==> src/rtl/core/hard_sphere_insertion_overlap_assert.svh <==
// Assertion macros shared by the overlap checker.
`ifndef HARD_SPHERE_INSERTION_OVERLAP_ASSERT_SVH
`define HARD_SPHERE_INSERTION_OVERLAP_ASSERT_SVH

`ifndef SYNTHESIS

// Same-cycle implication, disabled while reset is asserted.
`define HSIO_ASSERT_NOW(label, clk, rst_n, cond, cons) \
    label: assert property (@(posedge clk) disable iff (!rst_n) (cond) |-> (cons)) \
        else $error("hsio assertion failed");

// Next-cycle implication, disabled while reset is asserted.
`define HSIO_ASSERT_NEXT(label, clk, rst_n, cond, cons) \
    label: assert property (@(posedge clk) disable iff (!rst_n) (cond) |=> (cons)) \
        else $error("hsio assertion failed");

`else

`define HSIO_ASSERT_NOW(label, clk, rst_n, cond, cons)
`define HSIO_ASSERT_NEXT(label, clk, rst_n, cond, cons)

`endif

`endif

==> src/rtl/core/hsio_pkg.sv <==
`timescale 1ns / 1ps
`default_nettype none

package hsio_pkg;

    localparam int COORD_W     = 24;
    localparam int CNT_W       = 32;
    localparam int PCOUNT_W    = 11;
    localparam int SLOT_W      = 10;
    // Wide enough to hold any particle index up to the largest store.
    localparam int IDX_W       = 17;
    localparam int CELLS       = 4;
    localparam int CELL_BITS   = 2;
    localparam int ROW_FIELD_W = IDX_W - CELL_BITS;

    typedef logic [COORD_W-1:0] coord_t;
    typedef logic [CNT_W-1:0]   count_t;

    typedef enum logic [1:0] {
        OP_LOAD  = 2'd0,
        OP_TEST  = 2'd1,
        OP_CLEAR = 2'd2
    } op_t;

    localparam logic [1:0] CFG_BOX_X = 2'd0;
    localparam logic [1:0] CFG_BOX_Y = 2'd1;
    localparam logic [1:0] CFG_BOX_Z = 2'd2;
    localparam logic [1:0] CFG_COUNT = 2'd3;

    typedef enum logic [2:0] {
        ST_IDLE,
        ST_EXEC,
        ST_SWEEP,
        ST_DRAIN,
        ST_FINISH
    } state_t;

    // Work token that travels down the chain of cells.
    typedef struct packed {
        logic                   valid;
        logic                   last;
        logic                   hit;
        logic                   inr;
        logic [ROW_FIELD_W-1:0] row;
        coord_t                 px;
        coord_t                 py;
        coord_t                 pz;
    } tok_t;

    // Settings shared by every cell.
    typedef struct packed {
        coord_t           box_x;
        coord_t           box_y;
        coord_t           box_z;
        logic [IDX_W-1:0] limit;
    } cfg_t;

    // Store write broadcast to every cell.
    typedef struct packed {
        logic             en;
        logic [IDX_W-1:0] slot;
        coord_t           x;
        coord_t           y;
        coord_t           z;
    } wr_t;

endpackage

`default_nettype wire

==> src/rtl/core/hsio_ctrl.sv <==
`timescale 1ns / 1ps
`default_nettype none

module hsio_ctrl
    import hsio_pkg::*;
#(
    parameter int MAX_PARTICLES = 1024
)
(
    input  wire logic              clk,
    input  wire logic              rst_n,
    input  wire logic              cfg_valid,
    output logic                   cfg_ready,
    input  wire logic [1:0]        cfg_index,
    input  wire logic [COORD_W-1:0] cfg_data,
    input  wire logic              in_valid,
    output logic                   in_ready,
    input  wire logic [1:0]        operation,
    input  wire logic [SLOT_W-1:0] slot,
    input  wire coord_t            pos_x,
    input  wire coord_t            pos_y,
    input  wire coord_t            pos_z,
    output logic                   out_valid,
    input  wire logic              out_ready,
    output logic                   overlap,
    output count_t                 accepted_count,
    output count_t                 trial_count,
    output cfg_t                   cfg,
    output wr_t                    wr,
    output tok_t                   issue_tok,
    input  wire tok_t              chain_tok
);

    localparam int ROWS   = (MAX_PARTICLES + CELLS - 1) / CELLS;
    localparam int RCNT_W = $clog2(ROWS + 1);
    localparam logic [IDX_W-1:0] MAX_IDX = IDX_W'(MAX_PARTICLES);
    localparam count_t SAT = '1;

    state_t state_reg, state_next;

    coord_t               box_x_reg, box_y_reg, box_z_reg;
    logic [PCOUNT_W-1:0]  count_reg;

    logic [1:0]           op_reg;
    logic [SLOT_W-1:0]    slot_reg;
    coord_t               px_reg, py_reg, pz_reg;

    logic [RCNT_W-1:0]    row_reg, row_next;
    logic                 ovl_reg, ovl_next;
    tok_t                 issue_tok_reg, issue_tok_next;

    logic                 out_valid_reg, out_valid_next;
    logic                 overlap_reg, overlap_next;
    count_t               acc_reg, acc_next;
    count_t               trial_reg, trial_next;

    logic [IDX_W-1:0]     count_ext, limit, rows;
    logic [RCNT_W-1:0]    rows_w;
    logic                 out_free;

    assign cfg_ready = 1'b1;

    always_ff @(posedge clk or negedge rst_n)
    begin
        if (!rst_n)
        begin
            box_x_reg <= COORD_W'(655360);
            box_y_reg <= COORD_W'(655360);
            box_z_reg <= COORD_W'(655360);
            count_reg <= '0;
        end
        else if (cfg_valid)
        begin
            case (cfg_index)
                CFG_BOX_X: box_x_reg <= cfg_data;
                CFG_BOX_Y: box_y_reg <= cfg_data;
                CFG_BOX_Z: box_z_reg <= cfg_data;
                CFG_COUNT: count_reg <= cfg_data[PCOUNT_W-1:0];
                default:   ;
            endcase
        end
    end

    // Particles beyond the store are never checked.
    always_comb
    begin
        count_ext = IDX_W'(count_reg);
        limit     = (count_ext > MAX_IDX) ? MAX_IDX : count_ext;
        rows      = (limit + IDX_W'(CELLS - 1)) >> CELL_BITS;
        rows_w    = rows[RCNT_W-1:0];
    end

    assign cfg.box_x = box_x_reg;
    assign cfg.box_y = box_y_reg;
    assign cfg.box_z = box_z_reg;
    assign cfg.limit = limit;

    assign wr.en   = (state_reg == ST_EXEC) && (op_reg == OP_LOAD)
                     && (IDX_W'(slot_reg) < MAX_IDX);
    assign wr.slot = IDX_W'(slot_reg);
    assign wr.x    = px_reg;
    assign wr.y    = py_reg;
    assign wr.z    = pz_reg;

    assign out_free = !out_valid_reg || out_ready;

    always_comb
    begin
        state_next     = state_reg;
        row_next       = row_reg;
        ovl_next       = ovl_reg | (chain_tok.valid & chain_tok.hit);
        issue_tok_next = '0;
        out_valid_next = out_valid_reg && !out_ready;
        overlap_next   = overlap_reg;
        acc_next       = acc_reg;
        trial_next     = trial_reg;
        in_ready       = 1'b0;

        case (state_reg)
            ST_IDLE:
            begin
                in_ready = 1'b1;
                if (in_valid)
                    state_next = ST_EXEC;
            end
            ST_EXEC:
            begin
                ovl_next = 1'b0;
                row_next = '0;
                if ((op_reg == OP_TEST) && (rows_w != '0))
                    state_next = ST_SWEEP;
                else
                    state_next = ST_FINISH;
            end
            ST_SWEEP:
            begin
                issue_tok_next.valid = 1'b1;
                issue_tok_next.last  = (row_reg == rows_w - RCNT_W'(1));
                issue_tok_next.row   = ROW_FIELD_W'(row_reg);
                issue_tok_next.px    = px_reg;
                issue_tok_next.py    = py_reg;
                issue_tok_next.pz    = pz_reg;
                row_next             = row_reg + RCNT_W'(1);
                if (issue_tok_next.last)
                    state_next = ST_DRAIN;
            end
            ST_DRAIN:
            begin
                if (chain_tok.valid && chain_tok.last)
                    state_next = ST_FINISH;
            end
            ST_FINISH:
            begin
                if (out_free)
                begin
                    out_valid_next = 1'b1;
                    overlap_next   = 1'b0;
                    case (op_reg)
                        OP_TEST:
                        begin
                            overlap_next = ovl_reg;
                            if (trial_reg != SAT)
                                trial_next = trial_reg + CNT_W'(1);
                            if (!ovl_reg && (acc_reg != SAT))
                                acc_next = acc_reg + CNT_W'(1);
                        end
                        OP_CLEAR:
                        begin
                            trial_next = '0;
                            acc_next   = '0;
                        end
                        default: ;
                    endcase
                    state_next = ST_IDLE;
                end
            end
            default:
                state_next = ST_IDLE;
        endcase
    end

    always_ff @(posedge clk or negedge rst_n)
    begin
        if (!rst_n)
        begin
            state_reg     <= ST_IDLE;
            row_reg       <= '0;
            ovl_reg       <= 1'b0;
            issue_tok_reg <= '0;
            out_valid_reg <= 1'b0;
            acc_reg       <= '0;
            trial_reg     <= '0;
        end
        else
        begin
            state_reg     <= state_next;
            row_reg       <= row_next;
            ovl_reg       <= ovl_next;
            issue_tok_reg <= issue_tok_next;
            out_valid_reg <= out_valid_next;
            acc_reg       <= acc_next;
            trial_reg     <= trial_next;
        end
    end

    always_ff @(posedge clk)
    begin
        overlap_reg <= overlap_next;
        if (in_ready && in_valid)
        begin
            op_reg   <= operation;
            slot_reg <= slot;
            px_reg   <= pos_x;
            py_reg   <= pos_y;
            pz_reg   <= pos_z;
        end
    end

    assign issue_tok      = issue_tok_reg;
    assign out_valid      = out_valid_reg;
    assign overlap        = overlap_reg;
    assign accepted_count = acc_reg;
    assign trial_count    = trial_reg;

endmodule

`default_nettype wire

==> config.mk <==
export PLATFORM = sky130hd
export DESIGN_NAME = hsio_ctrl
export DESIGN_NICKNAME = d
export VERILOG_FILES = /design/src/rtl/core/hard_sphere_insertion_overlap_assert.svh /design/src/rtl/core/hsio_pkg.sv /design/src/rtl/core/hsio_ctrl.sv
export SDC_FILE = /design/constraint.sdc
export NUM_CORES = 1
export LEC_CHECK = 0
export ABC_AREA = 1
export BUFFER_PORTS_ARGS = -buffer_cell sky130_fd_sc_hd__buf_4
export CAP_MARGIN = 10
export CORE_AREA = 2 2 213 215
export DETAILED_ROUTE_END_ITERATION = 6
export DIE_AREA = 0 0 215 217
export PLACE_DENSITY = 0.55
export SYNTH_ARGS = -nofsm -noshare
export SYNTH_HDL_FRONTEND = slang
export SYNTH_SLANG_ARGS = --single-unit
==> constraint.sdc <==
create_clock -name clk -period 12.9 [get_ports clk]
set_clock_uncertainty 0.15 [all_clocks]
set_input_delay 0 -clock clk [delete_from_list [all_inputs] [get_ports clk]]
set_output_delay 0 -clock clk [all_outputs]
set_load 0.01 [all_outputs]
==> results of run 1 <==
per-stage QoR:
step | setup slack (ns) | hold slack (ns)
3_5_place_dp | 9.66 | 0.0293
6_report | 9.67 | -0.0302
2_1_floorplan | 7.88 | -0.446
5_1_grt | 9.26 | 0.0140
3_3_place_gp | 9.62 | 0.0284
4_1_cts | 9.64 | 0.000266
worst register-to-register path, stage by stage, from the launching register on:
cell	delay, ns
dfrtp_1	0.56
nor2_1	0.18
nand3_1	0.12
o21bai_4	0.40
o211ai_2	0.17
nand2_1	0.09
nand2_1	0.13
ha_1	0.33
xor2_1	0.13
o21ai_1	0.07
nor2_1	0.09
nand3_1	0.12
nor2_1	0.13
nand2_1	0.06
nor2_1	0.08
nand3_1	0.09
nand2_1	0.12
o211ai_1	0.09
cell type report:
class,instances,area [sq um],area share
repair buffers,612,5030,0.244
clock inverters,19,164,0.00796
well taps,600,751,0.0364
multi-input cells,815,3990,0.194
flip-flops and latches,329,8670,0.421
inverters,223,838,0.0407
clock buffers,56,1160,0.0566
synthesized netlist by cell type, types with 3 or more instances:
cell	instances	area share
clkinv_1	3	0.00082
nand2_1	254	0.070
nand4_1	16	0.0073
nor2_1	159	0.044
ha_1	4	0.0036
clkbuf_1	30	0.0082
dfstp_2	6	0.011
xor2_1	11	0.0070
buf_1	3	0.00082
inv_2	10	0.0027
nand2_2	15	0.0068
a21oi_1	45	0.016
o2111ai_1	3	0.0019
o21a_1	5	0.0027
edfxtp_1	85	0.19
buf_4	22	0.012
o31ai_1	8	0.0044
dfrtp_1	238	0.43
o21ai_0	120	0.044
nor3_1	33	0.012
o21ai_1	5	0.0018
o211ai_1	3	0.0016
nor2_4	8	0.0066
nand3_1	49	0.018
inv_1	210	0.057
o32ai_1	3	0.0019
nor4_1	9	0.0041
nor3_2	5	0.0036
nor2_2	12	0.0055
cells by family after synthesis:
family                     after synthesis  synth area share
AOI/OAI and AO/OA                      205            0.0857
xor gates and xnor gates                11           0.00702
adders and majority gates                4           0.00365
buffers and inverters                  281            0.0836
DFF                                    329             0.632
other                                    2          0.000547
and+or+nand+nor                        573             0.188
where the power goes:
group	switching, mW	internal (mW)	leakage, nW
clock network	0.458	0.675	0.655
registers	0.141	1.29	3.94
logic	0.521	0.396	5.59
worst min-delay path by stage:
stage / start / endpoint / slack [ns]
detailed placement: pos_x[4] / px_reg[4] / 0.03
global placement: slot[4] / slot_reg[4] / 0.03
floorplan: rst_n / accepted_count[0] / -0.45
global route: slot[6] / slot_reg[6] / 0.01
CTS: slot[6] / slot_reg[6] / 0.0003
finish: rst_n / box_z_reg[11] / -0.03
metal layers:
layer | track usage | wire (um)
met4 | 0.0678 | 1330
met3 | 0.0488 | 2920
met5 | 0 | 0
met1 | 0.212 | 16800
met2 | 0.310 | 21200
==> results.cfg, run 1 <==
[status]
outcome = complete, but fails checks
failed_checks = hold timing

[final_layout]
fillerInstances = 4235
num-nets-final = 2233
largest_reg_flops = 83
antennaDiodeCount = 0
area_growth_pct = 50.2
stdcell_area_sq_um = 20600
final_common_cell = buf_4
drive_above_1_share = 0.282
post-route-util = 0.461
final_cells = 2654
final_cell_mix = buf_4, nand2_1, dfrtp_1, inv_1, dlygate4sd3_1

[clock_network]
numCtsBuffers = 42
cts_sinks = 329
insertion_delay_ns = 0.55
ctsResizeCount = 0
holdBufCountCts = 170
clock_path_buffers = 3
clk_pin_slew_ns = 0.06
root_buffer = clkbuf_16
post-cts-setup-buffers = 0
cts_tree = done
htreeDepth = 2

[drt]
drc = 0
first_pass_iters = 5
wl_per_cell_um = 15.9
drt_iter0_drc = 623
wl_mm = 42.3
vias_per_cell = 4.42
route.antenna.remaining_nets = 0
vias = 11700

[yosys]
syn-instance-count = 1405
avgSynthCellArea_sq_um = 9.76
ys_seq_elements = 329
ys.flop_type = dfrtp_1
yosys_warnings = 0
synth_edf_count = 85
synth_seq_area_share = 0.632
async_reset_ff_frac = 0.742
synth_cell_types = 53
synth_area_sq_um = 13700

[timing]
setup_violations = 0
setup_tns_ns = 0
hold_viol = 6
worst_pin_slew_ns = 1.09
max_slew_margin = 0.276
hold_slack_ns = -0.0302
fin_crit_ns = 3.23
maxSlewViolCount = 0
fmax_mhz = 309
period_share = 0.251
rsz0062_at_grt = false

[setup_path]
start_kind = flip-flop
r2r-start = count_reg[1]
crit_required_ns = 13.17
regToRegSetupSlack_ns = 9.67
slowest_stage = dfrtp_1
arrival_ns = 3.50
r2r_end = state_reg[1]
cp-end-kind = flip-flop
crit_buf_inv = 0
endpoint = state_reg[1]
cp.depth = 17
crit_path_start = count_reg[1]
path_cells = nor2_1 -> nand3_1 -> o21bai_4 -> o211ai_2 -> nand2_1 -> nand2_1 -> ha_1 -> xor2_1 -> o21ai_1 -> nor2_1 -> nand3_1 -> nor2_1 -> nand2_1 -> nor2_1 -> nand3_1 -> nand2_1 -> o211ai_1
crit_type = flip-flop to flip-flop
cp_top_family = simple AND/OR/NAND/NOR gates
crit_fanout = 14
slowest_delay_ns = 0.56
rr_worst_depth = 17

[hold_path]
min_path_type = primary input to async pin

[placed_design]
numPortBuffers = 433
dpl.cell_count = 2409
dp_hpwl_mm = 29.1
place_area_sq_um = 17600
routabilityCongestion = 0.838

[pwr]
p_leak_nw = 10.2
irDropWorstVdd_mv = 0.0978
powerDensity_nw_per_um2 = 169
finalPower_mw = 3.48

[grt]
grt_pass1_wl_mm = 66.4
grt_pass1_vias = 12100
grt.overflow.total = 0
grt_max_degree = 134
grt.total_usage = 0.179
grt_antenna_before_repair = 0

[floorplan]
core-area_sq_um = 44700
die_h_um = 217
io_pins = 544
start_util = 0.307
fp.dieArea_sq_um = 46700
rows = 78
die_w_um = 215

[run]
maxCapViolations = 0
(Power assumes the default switching activity.)
==> inputs of run 2 (changes only) <==
CORE_AREA = 2 2 209 211   (was 2 2 213 215)
DIE_AREA = 0 0 211 213   (was 0 0 215 217)
PLACE_DENSITY = 0.57   (was 0.55)
clock period = 3.22 ns   (was 12.9 ns; I/O delays follow)
==> run 2 against run 1 <==
  * Critical path depth is the same
  * Sequential cell count is the same
  * The flow now finishes without violations
  * Sequential power grew to 4.0 times the previous value
  * Largest power group unchanged
  * Via count shrank 1.1%
  * Highest routed layer unchanged
==> results.cfg, run 2 (synthesized netlist as in run 1, its figures left out) <==
[status]
outcome = finished clean

[timing]
hold_viol = 0
setup_violations = 0
setup_ws_ns = 0.325
worst_pin_slew_ns = 0.861
fmax_mhz = 345
hold_slack_ns = 0.0344
setup_tns_ns = 0
max_slew_margin = 0.426
maxSlewViolCount = 0
fin_crit_ns = 2.90
rsz0062_at_grt = false
period_share = 0.899

[setup_path]
slowest_delay_ns = 0.40
slowest_stage = dfrtp_1
regToRegSetupSlack_ns = 0.32
rr_worst_depth = 17
arrival_ns = 3.16
crit_required_ns = 3.49
crit_fanout = 6
r2r-start = count_reg[8]
path_cells = nor2_1 -> nand3_1 -> o21bai_4 -> o211ai_2 -> nand2_1 -> nand2_1 -> ha_1 -> xor2_1 -> o21ai_1 -> nor2_1 -> nand3_1 -> nor2_1 -> nand2_1 -> nor2_1 -> nand3_1 -> nand2_1 -> o211ai_1
crit_type = flip-flop to flip-flop
r2r_end = state_reg[1]
cp-end-kind = flip-flop
start_kind = flip-flop

[placed_design]
numPortBuffers = 433
dp_hpwl_mm = 29.6
routabilityCongestion = 0.842
dpl.cell_count = 2365
pre_cts_slack_ns = 0.139

[clock_network]
post-cts-setup-buffers = 0
cts_tree = done
numCtsBuffers = 38
htreeDepth = 2
cts_sinks = 329
clock_path_buffers = 3
insertion_delay_ns = 0.54
clk_pin_slew_ns = 0.06
root_buffer = clkbuf_16

[drt]
vias = 11600
vias_per_cell = 4.51
drc = 0
wl_met3_mm = 2.98
drt_iter0_drc = 704
top_layer = met4
first_pass_iters = 5
wl_met2_mm = 20.7
wl_per_cell_um = 16.2
wl_mm = 41.9
route.antenna.remaining_nets = 0
met1_length_mm = 16.9

[floorplan]
io_pins = 544
die_h_um = 213
rows = 76
fp.dieArea_sq_um = 44900
start_util = 0.321
die_w_um = 211
core-area_sq_um = 42700

[grt]
grt_pass1_wl_mm = 65.1
grt_pass1_vias = 11900
grt_antenna_before_repair = 0
grt_max_degree = 98
grt.overflow.total = 0
grt.total_usage = 0.184

[final_layout]
antennaDiodeCount = 0
drive_above_1_share = 0.285
num-nets-final = 2212
final_common_cell = buf_4
area_growth_pct = 48.0
final_cells = 2577
largest_reg_flops = 83
final_cell_mix = buf_4, nand2_1, dfrtp_1, inv_1, nor2_1

[hold_path]
hold_path_end = pz_reg[10]
min_path_type = primary input to flip-flop
min_from = pos_z[10]
holdPathStages = 2

[pwr]
powerDensity_nw_per_um2 = 677
p_leak_nw = 10.1
irDropWorstVdd_mv = 0.506
finalPower_mw = 13.8

[run]
maxCapViolations = 0
## run 2: changes by cell type in the layout (fill, tap and decap cells not counted), sizes merged
| cell | change |
|---|---|
| buf | +10 |
| bufinv | +1 |
| clkbuf | -1 |
| clkinv | -9 |
| clkinvlp | +2 |
| dlygate4sd3 | -27 |
| inv | +1 |
## run 2: worst max-delay path by stage
stage | start | to | depth (start not counted)
floorplan | state_reg[0] | op_reg[0] | 5
global placement | state_reg[0] | accepted_count[14] | 10
detailed placement | state_reg[0] | accepted_count[14] | 10
CTS | state_reg[0] | accepted_count[14] | 10
global route | count_reg[6] | issue_tok[89] | 16
finish | count_reg[8] | state_reg[1] | 17
## run 2: what timing repair did
item	CTS	global route
hold endpoints to repair	384	0
hold buffers	143	0
endpoints found under the setup margin	0	3
resized for setup	0	1
## run 2: final cells by class
class                   count  area [sq um]
clock buffers              55          1080
multi-input cells         815          3990
fillers                  3930         22400
well taps                 546           683
clock inverters            14           155
inverters                 223           837
repair buffers            595          4890
flip-flops and latches    329          8670
## run 2: worst max-delay path, delay by kind of cell (launching register included)
family	cells	cell delay, ns
simple gates	11	1.20
fa+ha+maj	1	0.33
compound gates	4	0.55
xor+xnor	1	0.13
flops	1	0.40
## run 2: stage by stage
| stage | area [sq um] | util |
|---|---|---|
| after floorplan | 13800 | - |
| after global placement | 17600 | 0.413 |
| after detailed placement | 17600 | 0.413 |
| after CTS | 20300 | 0.475 |
| after global routing | 20300 | 0.476 |
| final | 20300 | 0.476 |
## run 2: routing by layer
metal,GRT usage,vias up
met5,0,-
met4,0.0695,0
met3,0.0488,76
met2,0.316,362
met1,0.222,5517
li1,-,5661
## run 2: power by group
group | switching [mW] | internal [mW] | total [mW]
combinational | 2.12 | 1.62 | 3.74
clock | 1.75 | 2.57 | 4.31
sequential | 0.541 | 5.16 | 5.70
==> inputs of run 3 (changes only) <==
ABC_AREA = default   (was 1)
CORE_AREA = 2 2 213 215   (was 2 2 209 211)
DIE_AREA = 0 0 215 217   (was 0 0 211 213)
PLACE_DENSITY = 0.54   (was 0.57)
clock period = 3.7 ns   (was 3.22 ns; I/O delays follow)
==> run 3 against run 2 <==
  * Die area up 3.8%
  * Sequential share of layout area down 0.81 points
  * Clock power down 3%
  * Design area up 1.9%
  * Sequential power down 13%
  * Critical path depth down 9
  * Wire length up 2.7%
  * Critical endpoint is now issue_tok[89]
  * Utilization down 1.3 points
  * Power down 11%
==> results.cfg, run 3 <==
[yosys]
syn-instance-count = 1043
async_reset_ff_frac = 0.742
synth_area_sq_um = 13500
synth_edf_count = 85
avgSynthCellArea_sq_um = 12.9
synth_common_cells = dfrtp_1, and2_1, edfxtp_1
synth_cell_types = 73
synth_seq_area_share = 0.644
yosys_warnings = 0
synth_top_area_share = 0.443
ys.flop_type = dfrtp_1
synth.most_common_cell = dfrtp_1
synth_area_leader_cell = dfrtp_1
ys_seq_elements = 329
synthTopCellsByArea = dfrtp_1, edfxtp_1, mux2_2

[final_layout]
fillerInstances = 4058
final_cell_mix = buf_4, dfrtp_1, dlygate4sd3_1, edfxtp_1, and2_1
drive_above_1_share = 0.373
final_common_cell = buf_4
stdcell_area_sq_um = 20700
num-nets-final = 1888
final_cells = 2309
largest_reg_flops = 83
area_growth_pct = 53.9
antennaDiodeCount = 0

[drt]
drc = 0
wl_per_cell_um = 18.6
vias = 10600
wl_mm = 43.0
route.antenna.remaining_nets = 0
vias_per_cell = 4.60
drt_iter0_drc = 620
first_pass_iters = 5

[pwr]
clockPowerShare = 0.342
irDropWorstVdd_mv = 0.497
switching_share = 0.297
pwr-share-comb = 0.252
powerDensity_nw_per_um2 = 589
p_seq_frac = 0.406
p_leak_nw = 9.29
p_int_mw = 8.57
p_switching_mw = 3.62

[timing]
period_share = 0.774
worst_pin_slew_ns = 0.760
max_slew_margin = 0.493
fmax_mhz = 349
setup_tns_ns = 0
hold_viol = 0
rsz0062_at_grt = false
maxSlewViolCount = 0
setup_violations = 0
fin_crit_ns = 2.86
hold_slack_ns = 0.0299

[floorplan]
start_util = 0.301
rows = 78
io_pins = 544
fp.dieArea_sq_um = 46700
die_w_um = 215
die_h_um = 217
core-area_sq_um = 44700

[setup_path]
crit_required_ns = 3.98
crit_type = flip-flop to flip-flop
start_kind = flip-flop
cp_top_family = simple AND/OR/NAND/NOR gates
path_cells = o21a_1 -> or3_1 -> ha_1 -> xnor2_1 -> a311o_1 -> nor4_1 -> o21ai_0 -> nor4_1
cpMostUsedCell = nor4_1
crit_buf_inv = 0
slowest_delay_ns = 0.45
crit_fanout = 8
cp-end-kind = flip-flop
arrival_ns = 3.15
slowest_stage = dfrtp_1

[grt]
grt_max_degree = 83
grt.total_usage = 0.182
grt.overflow.total = 0
grt_antenna_before_repair = 0
grt_pass1_wl_mm = 65.9
grt_pass1_vias = 11100

[placed_design]
dp_hpwl_mm = 29.4
dpl.cell_count = 2048
numPortBuffers = 433
place_area_sq_um = 17400
routabilityCongestion = 0.788

[clock_network]
numCtsBuffers = 40
post-cts-setup-buffers = 0
clock_path_buffers = 3
ctsResizeCount = 0
cts_sinks = 329
clk_pin_slew_ns = 0.06
root_buffer = clkbuf_16
cts_tree = done
htreeDepth = 2
insertion_delay_ns = 0.54

[run]
maxCapViolations = 0

[status]
outcome = finished clean

[hold_path]
min_path_type = primary input to flip-flop
run 3: cell count changes in the layout (fill, tap and decap cells not counted), moves of 14 or more:
cell / before / now
nor3_1: 33 / 19
xnor2_1: 0 / 35
nor2_1: 158 / 52
and2_1: 0 / 84
mux2_2: 0 / 83
inv_1: 210 / 14
nand2_2: 15 / 0
a21oi_1: 45 / 24
nand2_1: 254 / 58
o21ai_0: 120 / 40
and3_1: 1 / 16
dlygate4sd3_1: 143 / 187
run 3: metrics by stage:
stage | utilization | power, mW | setup WS, ns
2_1_floorplan | - | 6.19 | 0.250
3_3_place_gp | 0.389 | 7.88 | 0.879
3_5_place_dp | 0.389 | 7.91 | 0.853
4_1_cts | 0.463 | 12.3 | 0.846
5_1_grt | 0.463 | 12.8 | 0.574
6_report | 0.463 | 12.2 | 0.836
run 3: metal layers:
metal | global-route usage | vias to the layer above | part of all wire
li1 | - | 4950 | -
met1 | 0.214 | 5300 | 0.40
met2 | 0.310 | 317 | 0.50
met3 | 0.0609 | 64 | 0.075
met4 | 0.0625 | 0 | 0.030
met5 | 0 | - | 0
run 3: cell families after synthesis:
logic type	synth area share
buffers and inverters	0.0306
and+or+nand+nor	0.160
adders and majority gates	0.00372
muxes	0.0740
AOI/OAI and AO/OA	0.0575
DFF	0.644
xor gates and xnor gates	0.0291
other	0.000558
run 3: power by group through the flow:
stage          registers, mW  logic [mW]  clock network, mW
2_1_floorplan           5.23       0.957                  0
3_3_place_gp            4.97        2.91                  0
3_5_place_dp            4.99        2.93                  0
4_1_cts                 4.93        3.11               4.30
5_1_grt                 5.03        3.32               4.46
6_report                4.94        3.08               4.17
run 3: layout make-up:
class,count,area [sq um],share of cell area
Inverter,15,56.3,0.00272
Tap cell,600,751,0.0363
Timing Repair Buffer,641,5370,0.259
Clock buffer,47,1070,0.0516
Sequential cell,329,8670,0.419
Clock inverter,26,327,0.0158
Multi-Input combinational cell,651,4460,0.215
run 3: path summary, 6_finish.rpt:
path | startpoint | endpoint | slack (ns) | cells past startpoint
max in group asynchronous | rst_n | issue_tok[8] | 2.36 | 4
min in group asynchronous | rst_n | box_x_reg[20] | 0.31 | 3
setup reg to reg | count_reg[1] | issue_tok[89] | 0.84 | 8
hold / removal | pos_y[21] | py_reg[21] | 0.03 | 2
setup / recovery | count_reg[1] | issue_tok[89] | 0.84 | 8
hold reg to reg | px_reg[20] | issue_tok[68] | 0.32 | 1
run 3: worst register-to-register path, delay by kind of cell (launching register included):
family	cells	cell delay, ns
AO/OA/AOI/OAI	3	0.70
XOR/XNOR	1	0.13
adder cells (fa/ha/maj)	1	0.33
flip-flops	1	0.45
AND/OR/NAND/NOR	3	1.01
run 3: timing repair:
action / 4_1_cts / 5_1_grt
setup endpoints to repair: 0 / 0
hold buffers: 188 / 0
hold endpoints to repair: 299 / 0
